--- src/design/paired_device_table_defines.svh ---
// ---------------------------------------------------------------------------
// Paired device table assertion macros
// Shared assertion forms for the paired device table checks.
// ---------------------------------------------------------------------------
`ifndef PAIRED_DEVICE_TABLE_DEFINES_SVH
`define PAIRED_DEVICE_TABLE_DEFINES_SVH

// Same-cycle implication, sampled on clk and disabled while in reset.
`define PDT_ASSERT_IMPL(lbl, ante, cons) \
  lbl: assert property (@(posedge clk) disable iff (!rst_n) (ante) |-> (cons)) \
    else $error("paired_device_table: same-cycle check failed");

// Next-cycle implication, sampled on clk and disabled while in reset.
`define PDT_ASSERT_NEXT(lbl, ante, cons) \
  lbl: assert property (@(posedge clk) disable iff (!rst_n) (ante) |=> (cons)) \
    else $error("paired_device_table: next-cycle check failed");

`endif

--- src/design/pdt_pkg.sv ---
// ---------------------------------------------------------------------------
// Paired device table package
// Opcodes, level kinds, register indexes, widths and the control structs.
// ---------------------------------------------------------------------------
package pdt_pkg;

  localparam int ADDR_W = 48;
  localparam int LVL_W  = 8;
  localparam int SEL_W  = 8;
  localparam int SLOT_W = 2;
  localparam int CFG_AW = 4;
  localparam int CFG_DW = 32;

  localparam logic [1:0] OP_ADD  = 2'd0;
  localparam logic [1:0] OP_FIND = 2'd1;
  localparam logic [1:0] OP_SET  = 2'd2;

  localparam logic [1:0] LVL_MIC   = 2'd0;
  localparam logic [1:0] LVL_ECHO  = 2'd1;
  localparam logic [1:0] LVL_MAGIC = 2'd2;
  localparam logic [1:0] LVL_MUTE  = 2'd3;

  localparam logic [1:0] REG_DEF_MIC   = 2'd0;
  localparam logic [1:0] REG_DEF_ECHO  = 2'd1;
  localparam logic [1:0] REG_DEF_MAGIC = 2'd2;
  localparam logic [1:0] REG_DEF_MUTE  = 2'd3;

  typedef logic [LVL_W-1:0] level_t;

  typedef struct packed {
    level_t mic;
    level_t echo;
    level_t magic;
    level_t mute;
  } levels_t;

  typedef struct packed {
    logic load_req;
    logic idx_inc;
    logic finish;
  } pdt_cmd_t;

  typedef struct packed {
    logic [1:0] op;
    logic       match;
    logic       idx_last;
  } pdt_stat_t;

endpackage

--- src/design/pdt_regs.sv ---
// ---------------------------------------------------------------------------
// Paired device table configuration registers
// APB-style register file holding the default levels for new entries.
// ---------------------------------------------------------------------------
module pdt_regs
  import pdt_pkg::*;
(
  input  logic              clk,
  input  logic              rst_n,
  input  logic              psel,
  input  logic              penable,
  input  logic              pwrite,
  input  logic [CFG_AW-1:0] paddr,
  input  logic [CFG_DW-1:0] pwdata,
  output logic [CFG_DW-1:0] prdata,
  output logic              pready,
  output levels_t           dflt
);

  levels_t    dflt_r;
  levels_t    dflt_nxt;
  logic [1:0] reg_idx;
  logic       wr_en;

  assign reg_idx = paddr[3:2];
  assign wr_en   = psel && penable && pwrite;
  assign pready  = 1'b1;
  assign dflt    = dflt_r;

  always_comb begin
    dflt_nxt = dflt_r;
    if (wr_en) begin
      case (reg_idx)
        REG_DEF_MIC:   dflt_nxt.mic   = pwdata[LVL_W-1:0];
        REG_DEF_ECHO:  dflt_nxt.echo  = pwdata[LVL_W-1:0];
        REG_DEF_MAGIC: dflt_nxt.magic = pwdata[LVL_W-1:0];
        REG_DEF_MUTE:  dflt_nxt.mute  = pwdata[LVL_W-1:0];
        default:       dflt_nxt = dflt_r;
      endcase
    end
  end

  always_comb begin
    case (reg_idx)
      REG_DEF_MIC:   prdata = CFG_DW'(dflt_r.mic);
      REG_DEF_ECHO:  prdata = CFG_DW'(dflt_r.echo);
      REG_DEF_MAGIC: prdata = CFG_DW'(dflt_r.magic);
      REG_DEF_MUTE:  prdata = CFG_DW'(dflt_r.mute);
      default:       prdata = '0;
    endcase
  end

  always_ff @(posedge clk) begin
    if (!rst_n) begin
      dflt_r <= '0;
    end else begin
      dflt_r <= dflt_nxt;
    end
  end

endmodule

--- src/design/pdt_ctrl.sv ---
// ---------------------------------------------------------------------------
// Paired device table controller
// Sequences one request at a time: capture, entry walk, result hand-off.
// ---------------------------------------------------------------------------
module pdt_ctrl
  import pdt_pkg::*;
(
  input  logic      clk,
  input  logic      rst_n,
  input  logic      in_valid,
  output logic      in_stall,
  output logic      out_valid,
  input  logic      out_stall,
  input  pdt_stat_t stat,
  output pdt_cmd_t  cmd
);

  localparam logic ST_IDLE = 1'b0;
  localparam logic ST_SCAN = 1'b1;

  logic state_r;
  logic state_nxt;
  logic out_valid_r;
  logic out_valid_nxt;
  logic out_free;
  logic scan_done;

  assign out_free  = !out_valid_r || !out_stall;
  assign scan_done = (stat.op != OP_FIND) || stat.match || stat.idx_last;
  assign in_stall  = (state_r != ST_IDLE);
  assign out_valid = out_valid_r;

  always_comb begin
    state_nxt = state_r;
    cmd       = '0;
    case (state_r)
      ST_IDLE: begin
        if (in_valid) begin
          cmd.load_req = 1'b1;
          state_nxt    = ST_SCAN;
        end
      end
      ST_SCAN: begin
        // A finished request waits here until the output register is free.
        if (scan_done) begin
          if (out_free) begin
            cmd.finish = 1'b1;
            state_nxt  = ST_IDLE;
          end
        end else begin
          cmd.idx_inc = 1'b1;
        end
      end
      default: state_nxt = ST_IDLE;
    endcase
  end

  always_comb begin
    if (cmd.finish) begin
      out_valid_nxt = 1'b1;
    end else begin
      out_valid_nxt = out_valid_r && out_stall;
    end
  end

  always_ff @(posedge clk) begin
    if (!rst_n) begin
      state_r     <= ST_IDLE;
      out_valid_r <= 1'b0;
    end else begin
      state_r     <= state_nxt;
      out_valid_r <= out_valid_nxt;
    end
  end

endmodule

--- src/design/pdt_datapath.sv ---
// ---------------------------------------------------------------------------
// Paired device table datapath
// Entry storage, request capture, walking address comparator, result register.
// ---------------------------------------------------------------------------
module pdt_datapath
  import pdt_pkg::*;
#(
  parameter int ENTRIES = 4
) (
  input  logic              clk,
  input  logic              rst_n,
  input  pdt_cmd_t          cmd,
  output pdt_stat_t         stat,
  input  levels_t           dflt,
  input  logic [1:0]        in_op,
  input  logic [ADDR_W-1:0] in_device_address,
  input  logic [SEL_W-1:0]  in_slot_number,
  input  logic [1:0]        in_level_kind,
  input  logic [LVL_W-1:0]  in_level_value,
  output logic              out_hit,
  output logic [SLOT_W-1:0] out_slot,
  output levels_t           out_levels
);

  localparam int IDX_W = $clog2(ENTRIES);
  localparam logic [IDX_W-1:0] IDX_LAST = IDX_W'(ENTRIES - 1);
  localparam logic [SEL_W-1:0] SEL_LIMIT = SEL_W'(ENTRIES);

  // Captured request.
  logic [1:0]        req_op_r;
  logic [ADDR_W-1:0] req_addr_r;
  logic [SEL_W-1:0]  req_sel_r;
  logic [1:0]        req_kind_r;
  logic [LVL_W-1:0]  req_val_r;
  logic [IDX_W-1:0]  idx_r;

  // Table storage.
  logic              valid_r   [ENTRIES];
  logic              valid_nxt [ENTRIES];
  logic [ADDR_W-1:0] addr_r    [ENTRIES];
  logic [ADDR_W-1:0] addr_nxt  [ENTRIES];
  levels_t           lvl_r     [ENTRIES];
  levels_t           lvl_nxt   [ENTRIES];

  // Result register.
  logic              out_hit_r;
  logic [SLOT_W-1:0] out_slot_r;
  levels_t           out_lvl_r;

  logic              res_hit;
  logic [SLOT_W-1:0] res_slot;
  levels_t           res_lvl;

  logic              full;
  logic [IDX_W-1:0]  free_idx;
  logic [IDX_W-1:0]  add_idx;
  logic [SEL_W-1:0]  add_idx_ext;
  logic              sel_ok;
  logic [IDX_W-1:0]  sel_idx;
  logic [SEL_W-1:0]  scan_idx_ext;

  assign stat.op       = req_op_r;
  assign stat.match    = valid_r[idx_r] && (addr_r[idx_r] == req_addr_r);
  assign stat.idx_last = (idx_r == IDX_LAST);

  assign sel_ok       = (req_sel_r < SEL_LIMIT);
  assign sel_idx      = req_sel_r[IDX_W-1:0];
  assign add_idx      = full ? IDX_LAST : free_idx;
  assign add_idx_ext  = SEL_W'(add_idx);
  assign scan_idx_ext = SEL_W'(idx_r);

  // Lowest invalid slot; the loop walks downward so the lowest one wins.
  always_comb begin
    full     = 1'b1;
    free_idx = '0;
    for (int i = ENTRIES - 1; i >= 0; i--) begin
      if (!valid_r[i]) begin
        full     = 1'b0;
        free_idx = IDX_W'(i);
      end
    end
  end

  always_comb begin
    valid_nxt = valid_r;
    addr_nxt  = addr_r;
    lvl_nxt   = lvl_r;
    if (cmd.finish) begin
      case (req_op_r)
        OP_ADD: begin
          // A full table drops the oldest entry and shifts the rest down.
          if (full) begin
            for (int i = 0; i < ENTRIES - 1; i++) begin
              valid_nxt[i] = valid_r[i+1];
              addr_nxt[i]  = addr_r[i+1];
              lvl_nxt[i]   = lvl_r[i+1];
            end
          end
          valid_nxt[add_idx] = 1'b1;
          addr_nxt[add_idx]  = req_addr_r;
          lvl_nxt[add_idx]   = dflt;
        end
        OP_SET: begin
          if (sel_ok) begin
            case (req_kind_r)
              LVL_MIC:   lvl_nxt[sel_idx].mic   = req_val_r;
              LVL_ECHO:  lvl_nxt[sel_idx].echo  = req_val_r;
              LVL_MAGIC: lvl_nxt[sel_idx].magic = req_val_r;
              LVL_MUTE:  lvl_nxt[sel_idx].mute  = req_val_r;
              default:   lvl_nxt[sel_idx].mute  = req_val_r;
            endcase
          end
        end
        default: begin
        end
      endcase
    end
  end

  always_comb begin
    res_hit  = 1'b0;
    res_slot = '0;
    res_lvl  = '0;
    case (req_op_r)
      OP_ADD: begin
        res_hit  = 1'b1;
        res_slot = add_idx_ext[SLOT_W-1:0];
      end
      OP_FIND: begin
        if (stat.match) begin
          res_hit  = 1'b1;
          res_slot = scan_idx_ext[SLOT_W-1:0];
          res_lvl  = lvl_r[idx_r];
        end
      end
      OP_SET: begin
        if (sel_ok) begin
          res_hit  = 1'b1;
          res_slot = req_sel_r[SLOT_W-1:0];
        end
      end
      default: begin
      end
    endcase
  end

  always_ff @(posedge clk) begin
    if (cmd.load_req) begin
      req_op_r   <= in_op;
      req_addr_r <= in_device_address;
      req_sel_r  <= in_slot_number;
      req_kind_r <= in_level_kind;
      req_val_r  <= in_level_value;
      idx_r      <= '0;
    end else if (cmd.idx_inc) begin
      idx_r <= idx_r + IDX_W'(1);
    end
  end

  always_ff @(posedge clk) begin
    if (!rst_n) begin
      for (int i = 0; i < ENTRIES; i++) begin
        valid_r[i] <= 1'b0;
      end
    end else begin
      valid_r <= valid_nxt;
    end
  end

  always_ff @(posedge clk) begin
    addr_r <= addr_nxt;
    lvl_r  <= lvl_nxt;
  end

  always_ff @(posedge clk) begin
    if (cmd.finish) begin
      out_hit_r  <= res_hit;
      out_slot_r <= res_slot;
      out_lvl_r  <= res_lvl;
    end
  end

  assign out_hit    = out_hit_r;
  assign out_slot   = out_slot_r;
  assign out_levels = out_lvl_r;

endmodule

--- src/design/paired_device_table.sv ---
// Add, set-level and unused opcodes: the request is captured, then its result is registered.
// Find: one comparator walks one entry per cycle until a match or the last entry is reached.
// One request in flight; a result is registered only once the output register is free, and the
// next request is accepted the cycle after the result is registered.
// Reset (rst_n low, synchronous) marks every entry invalid and clears the default levels.
// ---------------------------------------------------------------------------
// Paired device table
// Small table of paired devices with add, find and per-entry level updates.
// ---------------------------------------------------------------------------
`include "paired_device_table_defines.svh"

module paired_device_table
  import pdt_pkg::*;
#(
  parameter int ENTRIES = 4
) (
  input  logic              clk,
  input  logic              rst_n,
  input  logic              psel,
  input  logic              penable,
  input  logic              pwrite,
  input  logic [CFG_AW-1:0] paddr,
  input  logic [CFG_DW-1:0] pwdata,
  output logic [CFG_DW-1:0] prdata,
  output logic              pready,
  input  logic              in_valid,
  output logic              in_stall,
  input  logic [1:0]        in_op,
  input  logic [ADDR_W-1:0] in_device_address,
  input  logic [SEL_W-1:0]  in_slot_number,
  input  logic [1:0]        in_level_kind,
  input  logic [LVL_W-1:0]  in_level_value,
  output logic              out_valid,
  input  logic              out_stall,
  output logic              out_hit,
  output logic [SLOT_W-1:0] out_slot,
  output logic [LVL_W-1:0]  out_mic_lvl,
  output logic [LVL_W-1:0]  out_echo_lvl,
  output logic [LVL_W-1:0]  out_magic_lvl,
  output logic [LVL_W-1:0]  out_mute_lvl
);

  levels_t   dflt;
  levels_t   out_levels;
  pdt_cmd_t  cmd;
  pdt_stat_t stat;

  pdt_regs u_regs (
    .clk     (clk),
    .rst_n   (rst_n),
    .psel    (psel),
    .penable (penable),
    .pwrite  (pwrite),
    .paddr   (paddr),
    .pwdata  (pwdata),
    .prdata  (prdata),
    .pready  (pready),
    .dflt    (dflt)
  );

  pdt_ctrl u_ctrl (
    .clk       (clk),
    .rst_n     (rst_n),
    .in_valid  (in_valid),
    .in_stall  (in_stall),
    .out_valid (out_valid),
    .out_stall (out_stall),
    .stat      (stat),
    .cmd       (cmd)
  );

  pdt_datapath #(
    .ENTRIES (ENTRIES)
  ) u_datapath (
    .clk               (clk),
    .rst_n             (rst_n),
    .cmd               (cmd),
    .stat              (stat),
    .dflt              (dflt),
    .in_op             (in_op),
    .in_device_address (in_device_address),
    .in_slot_number    (in_slot_number),
    .in_level_kind     (in_level_kind),
    .in_level_value    (in_level_value),
    .out_hit           (out_hit),
    .out_slot          (out_slot),
    .out_levels        (out_levels)
  );

  assign out_mic_lvl   = out_levels.mic;
  assign out_echo_lvl  = out_levels.echo;
  assign out_magic_lvl = out_levels.magic;
  assign out_mute_lvl  = out_levels.mute;

  // An accepted request keeps the input side busy while it is worked on.
  `PDT_ASSERT_NEXT(a_busy_after_accept, in_valid && !in_stall, in_stall)
  // Only a successful find carries levels; every other result has them at zero.
  `PDT_ASSERT_IMPL(a_miss_levels_zero, out_valid && !out_hit, out_levels == '0)
  // A result can only be finished while the controller is working on a request.
  `PDT_ASSERT_IMPL(a_finish_while_busy, cmd.finish, in_stall && !cmd.load_req)

endmodule

--- config.mk ---
export PLATFORM = sky130hd
export DESIGN_NAME = paired_device_table
export DESIGN_NICKNAME = d
export VERILOG_FILES = /design/src/design/pdt_pkg.sv /design/src/design/pdt_regs.sv /design/src/design/pdt_ctrl.sv /design/src/design/pdt_datapath.sv /design/src/design/paired_device_table.sv
export VERILOG_INCLUDE_DIRS = /design/src /design/src/design
export SDC_FILE = /design/constraint.sdc
export NUM_CORES = 1
export LEC_CHECK = 0
export BUFFER_PORTS_ARGS = -buffer_cell sky130_fd_sc_hd__buf_4
export CORE_ASPECT_RATIO = 0.75
export CORE_UTILIZATION = 42
export CTS_BUF_LIST = sky130_fd_sc_hd__clkbuf_4
export DETAILED_ROUTE_END_ITERATION = 6
export PLACE_DENSITY = 0.69
export SYNTH_ARGS = -nofsm -noshare
export SYNTH_HDL_FRONTEND = slang
export SYNTH_SLANG_ARGS = --single-unit
--- constraint.sdc ---
create_clock -name clk -period 3.6 [get_ports clk]
set_input_delay 0 -clock clk [delete_from_list [all_inputs] [get_ports clk]]
set_output_delay 0 -clock clk [all_outputs]
set_load 0.02 [all_outputs]
# ---- After elaboration in Yosys (flattened, before gate mapping)
# Index checks and enable logic that the tools add are counted.
dict set report op_classes {
  n_addsub 1
  order_cmp 6
  eq_ne 12
  muxes 67
  bitwise 5
  reduce_logical 22
}
# cell n
set op_table {}
lappend op_table {{$bwmux 128} 5}
lappend op_table {{$pmux 128 s4} 1}
lappend op_table {{$mux 144} 3}
lappend op_table {{$demux 32 s2} 5}
lappend op_table {{$mux 96} 3}
lappend op_table {{$pmux 128 s2} 1}
lappend op_table {{$bwmux 192} 1}
lappend op_table {{$mux 48} 3}
lappend op_table {{$mux 128} 1}
lappend op_table {{$mux 32} 4}
lappend op_table {{$pmux 32 s4} 1}
lappend op_table {{$bmux 48 s2} 1}
lappend op_table {{$demux 48 s2} 1}
lappend op_table {{$bmux 32 s2} 1}
lappend op_table {{$eq 48x48->1} 1}
lappend op_table {{$mux 24} 1}
lappend op_table {{$mux 1} 17}
lappend op_table {{$mux 16} 1}
lappend op_table {{$mux 2} 8}
lappend op_table {{$eq 2x2->1 const B} 6}
lappend op_table {{$reduce_and 2->1} 6}
lappend op_table {{$ge 3x3->1 const B} 3}
lappend op_table {{$mux 3} 3}
lappend op_table {{$not 2->3} 3}
lappend op_table {{other kinds (19)} 33}
dict set report totals {
  register_bits 463
  inputBits 111
  output_inout_bits 70
}

# ---- Longest topological paths before layout
dict set report logic_depth {
  ltp_word 13
  ltp_mapped 12
  ltp_nobuf 8
}

# ---- By module
# A second synthesis with hierarchy kept.
dict set report unflattened {
  hier_cells 1664
  area_unflattened_um2 23038.3
}
# mod n_inst cells_per_inst area_each_um2 seq_area_each_um2
set by_module_without_submodules {}
lappend by_module_without_submodules {pdt_datapath 1 1500 21312.9 12822.3}
lappend by_module_without_submodules {pdt_regs 1 153 1609.0 640.6}
lappend by_module_without_submodules {pdt_ctrl 1 11 116.4 40.0}

# ---- Worst setup path before layout
# Ideal clock, no wire load.
dict set report synth_path {
  path_kind {flip-flop to flip-flop}
  start {register u_ctrl.state_r (netlist: u_ctrl.in_stall)}
  end {register u_datapath.req_addr_r[0] (enable)}
  t_arrival_ps 3585
  setup_slack_ps -486
  path_stages_with_launch 3
  path_buffers 1
  cell_sequence {dfxtp_1 -> clkbuf_1 -> nor2b_1}
}
# item line_no
set synth_rtl {}
lappend synth_rtl {{start: declaration} pdt_ctrl.sv:21} ;# logic state_r;
lappend synth_rtl {{start signal: assignment} pdt_ctrl.sv:71} ;# state_r <= state_nxt;
lappend synth_rtl {{end signal: assignment} pdt_datapath.sv:150} ;# req_addr_r <= in_device_address;
lappend synth_rtl {{end: declaration} pdt_datapath.sv:31} ;# logic [ADDR_W-1:0] req_addr_r;

# ---- Worst setup path in the final report
dict set report layout_path {
  start {register u_datapath.idx_r[1]}
  end {register u_datapath.out_lvl_r (netlist bit u_datapath.out_levels[29]) (data pin)}
}
dict set report layout_between {
  elab_chain_cells 7
}
# item line_no
set layout_rtl {}
lappend layout_rtl {{start: declaration} pdt_datapath.sv:35} ;# logic [IDX_W-1:0] idx_r;
lappend layout_rtl {{start signal: assignment} pdt_datapath.sv:156} ;# idx_r <= idx_r + IDX_W'(1);
lappend layout_rtl {{$not 2->3 (implied by the code) (*)} {pdt_datapath.sv:63, pdt_datapath.sv:133}}
lappend layout_rtl {{$bmux 48 s2} pdt_datapath.sv:63} ;# assign stat.match = valid_r[idx_r] && (addr_r[idx_r] == req_addr_r);
lappend layout_rtl {{$mux 48 (implied by the code) (2 in series)} pdt_datapath.sv:63}
lappend layout_rtl {{$eq 48x48->1} pdt_datapath.sv:63}
lappend layout_rtl {{$logic_and 1x1->1} pdt_datapath.sv:63}
lappend layout_rtl {{$reduce_and 2->1 (no line)} --}
lappend layout_rtl {{end signal: assignment} pdt_datapath.sv:179} ;# out_lvl_r <= res_lvl;
lappend layout_rtl {{end: declaration} pdt_datapath.sv:48} ;# levels_t out_lvl_r;
# Mark *: on every way between the ends. The rest lies on a longest branch, timed or not. The select of a mux whose other input is x is not followed.
# A chain may end at the register's enable or synchronous reset.

==> impl_metrics.tcl <==
set metrics [dict create \
    utilization 0.530 \
    crit_family "simple AND/OR/NAND/NOR gates" \
    hold_viol_final 0 \
    dpl.hpwl_mm 39.2 \
    vias_per_cell 6.08 \
    async_flop_share 0 \
    slowest_delay_ns 0.63 \
    antenna_left 0 \
    path_class "flip-flop to flip-flop" \
    ys_seq_area_frac 0.605 \
    crit_chain "buf_4, mux4_2, xnor2_1, nand4_1, nor4_2, buf_4, nand4_1, or4_2, buf_12, nor2b_1" \
    hp-start "in_valid" \
    grt_pass1_vias 16700 \
    cts_buffer_depth 3 \
    status "finished clean" \
    p_per_area_nw_per_um2 430 \
    cts_root_buf "clkbuf_4" \
    die-area_sq_um 54100 \
    yosysTopAreaCellShare 0.569 \
    insertion_delay_ns 0.92 \
    critPathSlowestCell "dfxtp_4" \
    setup_viol 0 \
    rsz0062_at_grt "no" \
    io_pins 181 \
    critical_path_buf_inv_count 3 \
    leakagePower_nw 9.31 \
    overflow 0 \
    drt_iter0_drc 2292 \
    holdPathEnd "u_ctrl.in_stall" \
    ys_types 62 \
    drc 0 \
    syn_avg_cell_area_sq_um 13.9 \
    max_slew_margin 0.0973 \
    maxCapViolCount 0 \
    post_drt_wl_per_cell_microns 24.0 \
    die_x_microns 268 \
    place_ws_ns 0.0114 \
    vias 16800 \
    io_buffers 129 \
    cts.clk_slew.worst_paths_ns 0.07 \
    tightest_slew_ns 1.35 \
    layout_setup_ws_ns 0.180 \
    fillCellCount 4336 \
    synthCells 1607 \
    period_share 0.950 \
    start_util 0.429 \
    place_congestion 0.874 \
    grt_antenna_before_repair 2 \
    worstHoldPathCells 4 \
    final_max_slew_viol_count 0 \
    grt_max_degree 145 \
    worstPathRequired_ns 4.34 \
    synth_seq_cells 463 \
    layout.nets 2076 \
    synthFlopType "edfxtp_1" \
    firstDrtPassIters 6 \
    htreeDepth 3 \
    die_y_microns 202 \
    fmax_ghz 0.292 \
    wl_mm 66.4 \
    fin_crit_ns 3.42 \
    critPathMaxFanout 35 \
    ir_drop_uv 252 \
    drive_above_1_share 0.245 \
    rrSetupSlack_ns 0.18 \
    area_delta_synth_final_pct 23.4 \
    cp.arrival_ns 4.16 \
    r2r_cells 10 \
    synth_enable_flop_cells 423 \
    cts_buffers 118 \
    core-area_sq_um 52000 \
    yosys_warnings 0 \
    reg2reg_to "u_datapath.out_levels[29]" \
    grt_pass1_wl_mm 101 \
    clock_skew_ns 0.0743 \
    synth.largest_area_cell "edfxtp_1" \
    fin_hold_ws_ns 0.103 \
    min_path_type "input port to flip-flop" \
    worst_setup_path_end_kind "flip-flop" \
    syn_area_sq_um 22300 \
    rows 72 \
    track_usage 0.245 \
    clock-sinks 463 \
    start_kind "flip-flop" \
    r2r-start "u_datapath.idx_r[1]" \
    synth_area_leaders "edfxtp_1, mux4_2, a22o_1" \
    cts_tree "yes" \
]
report_power, final:
part	total, mW	internal [mW]	switching [mW]
logic	1.19	0.595	0.597
registers	6.16	5.99	0.171
clock network	4.50	2.28	2.22
cell usage after synthesis (all sizes together) (40+ instances only):
library cell and n:
clkbuf 99, a22o 133, a221oi 100, o21ai 75, edfxtp 423, dfxtp 40, nand2 79, mux2i 96
mux4 71, nor2b 68, buf 55, nor2 110
state kept, by name (all words and copies together), names as in the netlist, 4 cells and up:
name	cells
u_datapath.valid_r	4
u_datapath.req_val_r	8
u_datapath.addr_r	192
u_datapath.req_sel_r	8
u_datapath.lvl_r	128
u_datapath.req_addr_r	48
u_regs.dflt	32
u_datapath.out_levels	32
area by class of cell:
type	count	area, sq um	share of cell area
Sequential cell	463	13500	0.491
Clock buffer	175	1310	0.0477
Clock inverter	33	159	0.00577
Tap cell	703	880	0.0319
Multi-Input combinational cell	1003	8220	0.298
Antenna cell	7	17.5	0.000636
Inverter	10	37.5	0.00136
Timing Repair Buffer	368	3410	0.124
kinds of logic after synthesis:
family / count (synthesis) / synth area share
AO/OA/AOI/OAI: 437 / 0.153
XOR/XNOR: 43 / 0.0169
adder cells (fa/ha/maj): 1 / 0.000560
buffers and inverters: 164 / 0.0355
flip-flops: 463 / 0.605
multiplexers: 169 / 0.116
other: 2 / 0.000336
AND/OR/NAND/NOR: 328 / 0.0725
metrics by stage:
step	setup TNS (ns)	cells	cell area (sq um)	power (mW)
final	0	2762	27500	11.8
after global routing	0	2762	27500	12.3
after CTS	0	2753	27500	11.9
after detailed placement	0	2372	24300	7.28
after global placement	-0.463	2372	24300	7.26
after floorplan	-58.88	1630	22400	6.88
worst min-delay path: cells and delay by family:
family / cells / cell delay, ns
and+or+nand+nor: 2 / 0.21
buffers and inverters: 2 / 0.72
worst max path at each step:
stage                                      from                   endpoint  cells past startpoint
after floorplan           u_datapath.valid_r[3]     u_datapath.addr_r[144]                      5
after global placement      u_datapath.idx_r[0]  u_datapath.out_levels[15]                     10
after detailed placement    u_datapath.idx_r[0]     u_datapath.out_slot[0]                     10
after CTS                   u_datapath.idx_r[0]     u_datapath.out_slot[1]                     10
after global routing        u_datapath.idx_r[1]  u_datapath.out_levels[15]                      9
final                       u_datapath.idx_r[1]  u_datapath.out_levels[29]                     10
repair_timing:
| action | in CTS | in global routing |
|---|---|---|
| cloned | 0 | 0 |
| hold buffers | 173 | 0 |
| setup buffers | 0 | 2 |
| endpoints found under the setup margin | 7 | 49 |
| pin swaps | 0 | 0 |
| hold endpoints to repair | 236 | 0 |
| gates resized for setup | 1 | 0 |
routing by layer:
metal	track usage	vias to the layer above	routed length, microns
li1	-	7241	-
met1	0.358	8337	28100
met2	0.353	1074	29200
met3	0.0645	131	7660
met4	0.0818	0	1470
met5	0	-	0
layout by cell type (no fill, tap or decap), types with 4 or more instances in the layout:
cell type	n
clkinv_2	4
o221ai_1	8
a21o_1	8
a221o_1	30
buf_4	178
edfxtp_1	423
nor2b_1	39
nor3_1	9
a21oi_1	23
a221oi_1	100
inv_1	8
xor2_1	12
clkbuf_4	175
xnor2_1	31
o21ai_0	72
clkinv_1	27
a22oi_1	15
nand2_1	78
a22o_1	133
buf_12	17
mux2i_1	96
dlygate4sd3_1	173
mux4_2	71
nor2_2	4
a32oi_1	4
dfxtp_1	38
nand2b_1	8
nor2b_2	27
diode_2	7
conb_1	25
o22ai_1	11
nand3_1	25
nand4_1	10
nor2_1	103
Note: power is estimated with default switching activity, not from simulation.
